--- src/hw/rtl/vna_div.sv ---
// Bit-serial signed divider, truncating toward zero, 32-bit quotient.
module vna_div #(
   parameter int unsigned SW = 43,
   parameter int unsigned CW = 11
) (
   input  logic                 clock,
   input  logic                 reset,
   input  logic                 start,
   input  logic signed [SW-1:0] dividend,
   input  logic [CW-1:0]        divisor,
   output logic                 busy,
   output logic [31:0]          quotient
);

   localparam int unsigned NW = $clog2(SW + 1);

   logic          busy_ff;
   logic [NW-1:0] cnt_ff;
   logic          neg_ff;
   logic [SW-1:0] quo_ff;
   logic [CW-1:0] rem_ff;
   logic [CW-1:0] div_ff;
   logic [CW:0]   trial;
   logic          ge;
   logic [CW-1:0] rem_in;

   assign trial  = {rem_ff, quo_ff[SW-1]};
   assign ge     = trial >= {1'b0, div_ff};
   assign rem_in = ge ? CW'(trial - {1'b0, div_ff}) : trial[CW-1:0];

   always_ff @(posedge clock) begin
      if (reset) begin
         busy_ff <= 1'b0;
      end else if (start) begin
         busy_ff <= 1'b1;
      end else if (busy_ff && cnt_ff == NW'(1)) begin
         busy_ff <= 1'b0;
      end
   end

   always_ff @(posedge clock) begin
      if (start) begin
         cnt_ff <= NW'(SW);
         neg_ff <= dividend[SW-1];
         quo_ff <= dividend[SW-1] ? SW'(-dividend) : SW'(dividend);
         rem_ff <= '0;
         div_ff <= divisor;
      end else if (busy_ff) begin
         cnt_ff <= cnt_ff - NW'(1);
         rem_ff <= rem_in;
         quo_ff <= {quo_ff[SW-2:0], ge};
      end
   end

   assign busy     = busy_ff;
   assign quotient = neg_ff ? 32'(-quo_ff) : 32'(quo_ff);

endmodule

--- config.mk ---
export PLATFORM = sky130hd
export DESIGN_NAME = vna_div
export DESIGN_NICKNAME = d
export VERILOG_FILES = /design/src/hw/rtl/vna_div.sv
export SDC_FILE = /design/constraint.sdc
export NUM_CORES = 1
export LEC_CHECK = 0
export ABC_AREA = 0
export BUFFER_PORTS_ARGS = -buffer_cell sky130_fd_sc_hd__buf_2
export CORE_MARGIN = 4
export CORE_UTILIZATION = 50
export DETAILED_ROUTE_END_ITERATION = 10
export MAX_ROUTING_LAYER = met4
export PLACE_DENSITY = 0.76
export SYNTH_ARGS = -nofsm -noshare
export SYNTH_HDL_FRONTEND = slang
export SYNTH_SLANG_ARGS = --single-unit
--- constraint.sdc ---
create_clock -name clock -period 2.7 [get_ports clock]
set_input_delay 0.27 -clock clock [delete_from_list [all_inputs] [get_ports clock]]
set_output_delay 0.27 -clock clock [all_outputs]
set_load 0.05 [all_outputs]
==> impl_metrics.toml <==
[clock_tree]
holdBufCountCts = 0
clock_latency_ns = 0.36
cts.htree.levels = 3
cts_tree = "done"
clock_path_buffers = 2
path_clk_slew_ns = 0.08
cts-root-buf = "clkbuf_8"
clkSinkCount = 73
cts_buffers = 9

[final_layout]
drive_above_1_share_pct = 31.6
instances_no_fill = 810
fin_util_pct = 67.5
diodes = 0
syn_to_final_growth_pct = 31.6
design_area_sq_mm = 0.00657
most-common-layout-cells = "buf_2, buf_4, nor2_1"
fin_nets = 745

[floorplanning]
fp.dieW_um = 108
ioPinCount = 90
core_area_sq_mm = 0.00973
design.die.area_sq_mm = 0.0116
rows = 36
initial_core_util_pct = 51.3
die_h_um = 108

[worst_setup_path]
worstPathRequired_ns = 2.43
cpPeakStageDelay_ns = 0.55
cp_slowest_cell = "or4_4"
crit_path_start_kind = "register"
worstPathCellList = "or4_4, or3_4, or4_4, nand2b_4, o31ai_4, xnor2_4, buf_6"
path_class = "reg -> out"
cp-end-kind = "primary output"
path_max_fanout = 4
cp.arrival_ns = 3.03
cp_common_cell = "or4_4"

[global_routing]
grt_pass1_wl_um = 21000
grt_usage_pct = 23.2
grt_start_max_net_pins = 46
grt_antenna_before_repair = 0
grt_overflow = 0
grt_pass1_vias = 4567

[sta]
rsz0062_at_grt = "true"
setup_viol = 18
period_needed_ns = 3.30
tns_ns = -7.98
timing.hold.ws_ns = 0.0683
layout_setup_ws_ns = -0.602
fmax_ghz = 0.303
finalCritPeriodShare_pct = 122
worst_pin_slew_ns = 0.691
timing.slew.headroom_pct = 53.9
drv_slew = 0
final_hold_viol_count = 0
skew_ns = 0.0146

[yosys]
synth-seq-area-share_pct = 40.3
synth.avg_cell_area_sq_um = 9.11
ys_async_sr_fraction_pct = 0
post_synth_inst_count = 548
syn_area_sq_mm = 0.00499
netlist.area_leader.share_pct = 33.1
synth_warnings = 0
synth.distinct_cells = 49
synth_edf_count = 55
synth.ff_latch_count = 73
syn-num-nets = 621
synth-main-ff-cell = "edfxtp_1"
netlist_top_cells_area = "edfxtp_1, xor2_1, dfxtp_1"
synth_top_area_cell = "edfxtp_1"

[routing]
avgRoutedWirePerCell_um = 16.0
dr.pass1.iters = 5
drt-vias-per-instance = 5.71
via_count = 4627
drc_errors = 0
ant_nets = 0
routed_wl_um = 13000
drtIter0Drc = 316

[place]
dp_hpwl_um = 9120
dp_slack_ns = -0.364
dpl_cell_area_sq_mm = 0.00604
gp_congestion = 0.880
dp.cells = 787
port_buffers = 89

[flow_run]
maxCapViolations = 0

[power]
power_mw = 3.65
power_density_mw_per_mm2 = 556
p_leak_nw = 2.66
vdd_drop_max_v = 0.000285

[status]
violations = "negative setup slack"
status = "complete, but fails checks"

[worst_hold_path]
hp-class = "in -> reg"
[power by group]
group | internal [mW] | leakage (nW) | switching [mW] | total (mW)
logic | 0.531 | 1.87 | 0.845 | 1.38
registers | 1.34 | 0.687 | 0.0896 | 1.43
clock network | 0.408 | 0.100 | 0.435 | 0.843
total | 2.28 | 2.66 | 1.37 | 3.65
[Yosys cell counts (4+ instances only)]
library cell,number
a21o_1,4
a21oi_1,51
a311oi_1,9
clkbuf_1,28
dfxtp_1,18
edfxtp_1,55
ha_1,15
inv_1,22
nand2_1,26
nand2b_1,14
nand3_1,12
nor2_1,62
nor3_1,7
nor4_1,10
o21ai_0,39
o31ai_1,18
o41ai_1,12
or2_2,6
or3_1,13
or4_1,7
xnor2_1,38
xor2_1,42
[worst max-delay path, delay by kind of cell, from the launching register on]
family / cells / cell delay [ns]
AO/OA/AOI/OAI: 1 / 0.28
XOR/XNOR: 1 / 0.16
buffers and inverters: 1 / 0.17
AND/OR/NAND/NOR: 4 / 1.65
flip-flops: 1 / 0.40
[layer usage]
layer  global-route usage [%]  vias to the layer above  routed length (um)
met5                        -                        -                   0
met4                     9.20                        0                 349
met3                     4.56                       33                 872
met2                     37.6                      188                6220
met1                     28.5                     2153                5540
li1                         -                     2253                   -
[cell families (layout without fill, tap and decap cells)]
kind of cell    Yosys count  in the layout  share of synthesized area [%]
compound gates          153            153                           19.8
xor+xnor                 80             80                           14.0
fa+ha+maj                16             16                           4.16
buf+inv                  53            182                           4.06
flops                    73             73                           40.3
mux                       2              2                          0.426
simple gates            171            171                           17.2
[flip-flops by register name, summed over array words and instances, names as in the netlist]
| register | count |
|---|---|
| quo_ff | 43 |
| div_ff | 11 |
| rem_ff | 11 |
| cnt_ff | 6 |
| busy | 1 |
| neg_ff | 1 |
[layout make-up]
cell class | count | area [sq um]
Timing Repair Buffer | 144 | 987
Inverter | 22 | 82.6
Sequential cell | 73 | 2010
Multi-Input combinational cell | 422 | 3130
Clock inverter | 5 | 27.5
Tap cell | 133 | 166
Clock buffer | 11 | 163
Fill cell | 759 | 3160
[final timing paths]
check	from	to	slack, ns	cells after the start
hold reg to reg	rem_ff[6]	rem_ff[7]	0.52	2
hold / removal	reset	busy	0.07	2
setup / recovery	quo_ff[10]	quotient[28]	-0.60	7
setup reg to reg	quo_ff[42]	rem_ff[8]	0.21	10
[timing repair]
action                     CTS  global route
pin swaps                   11             8
setup buffers                5             2
resized for setup           61            20
hold endpoints to repair     0             0
setup endpoints to repair   23            30
Note: power is estimated with default switching activity, not from simulation.
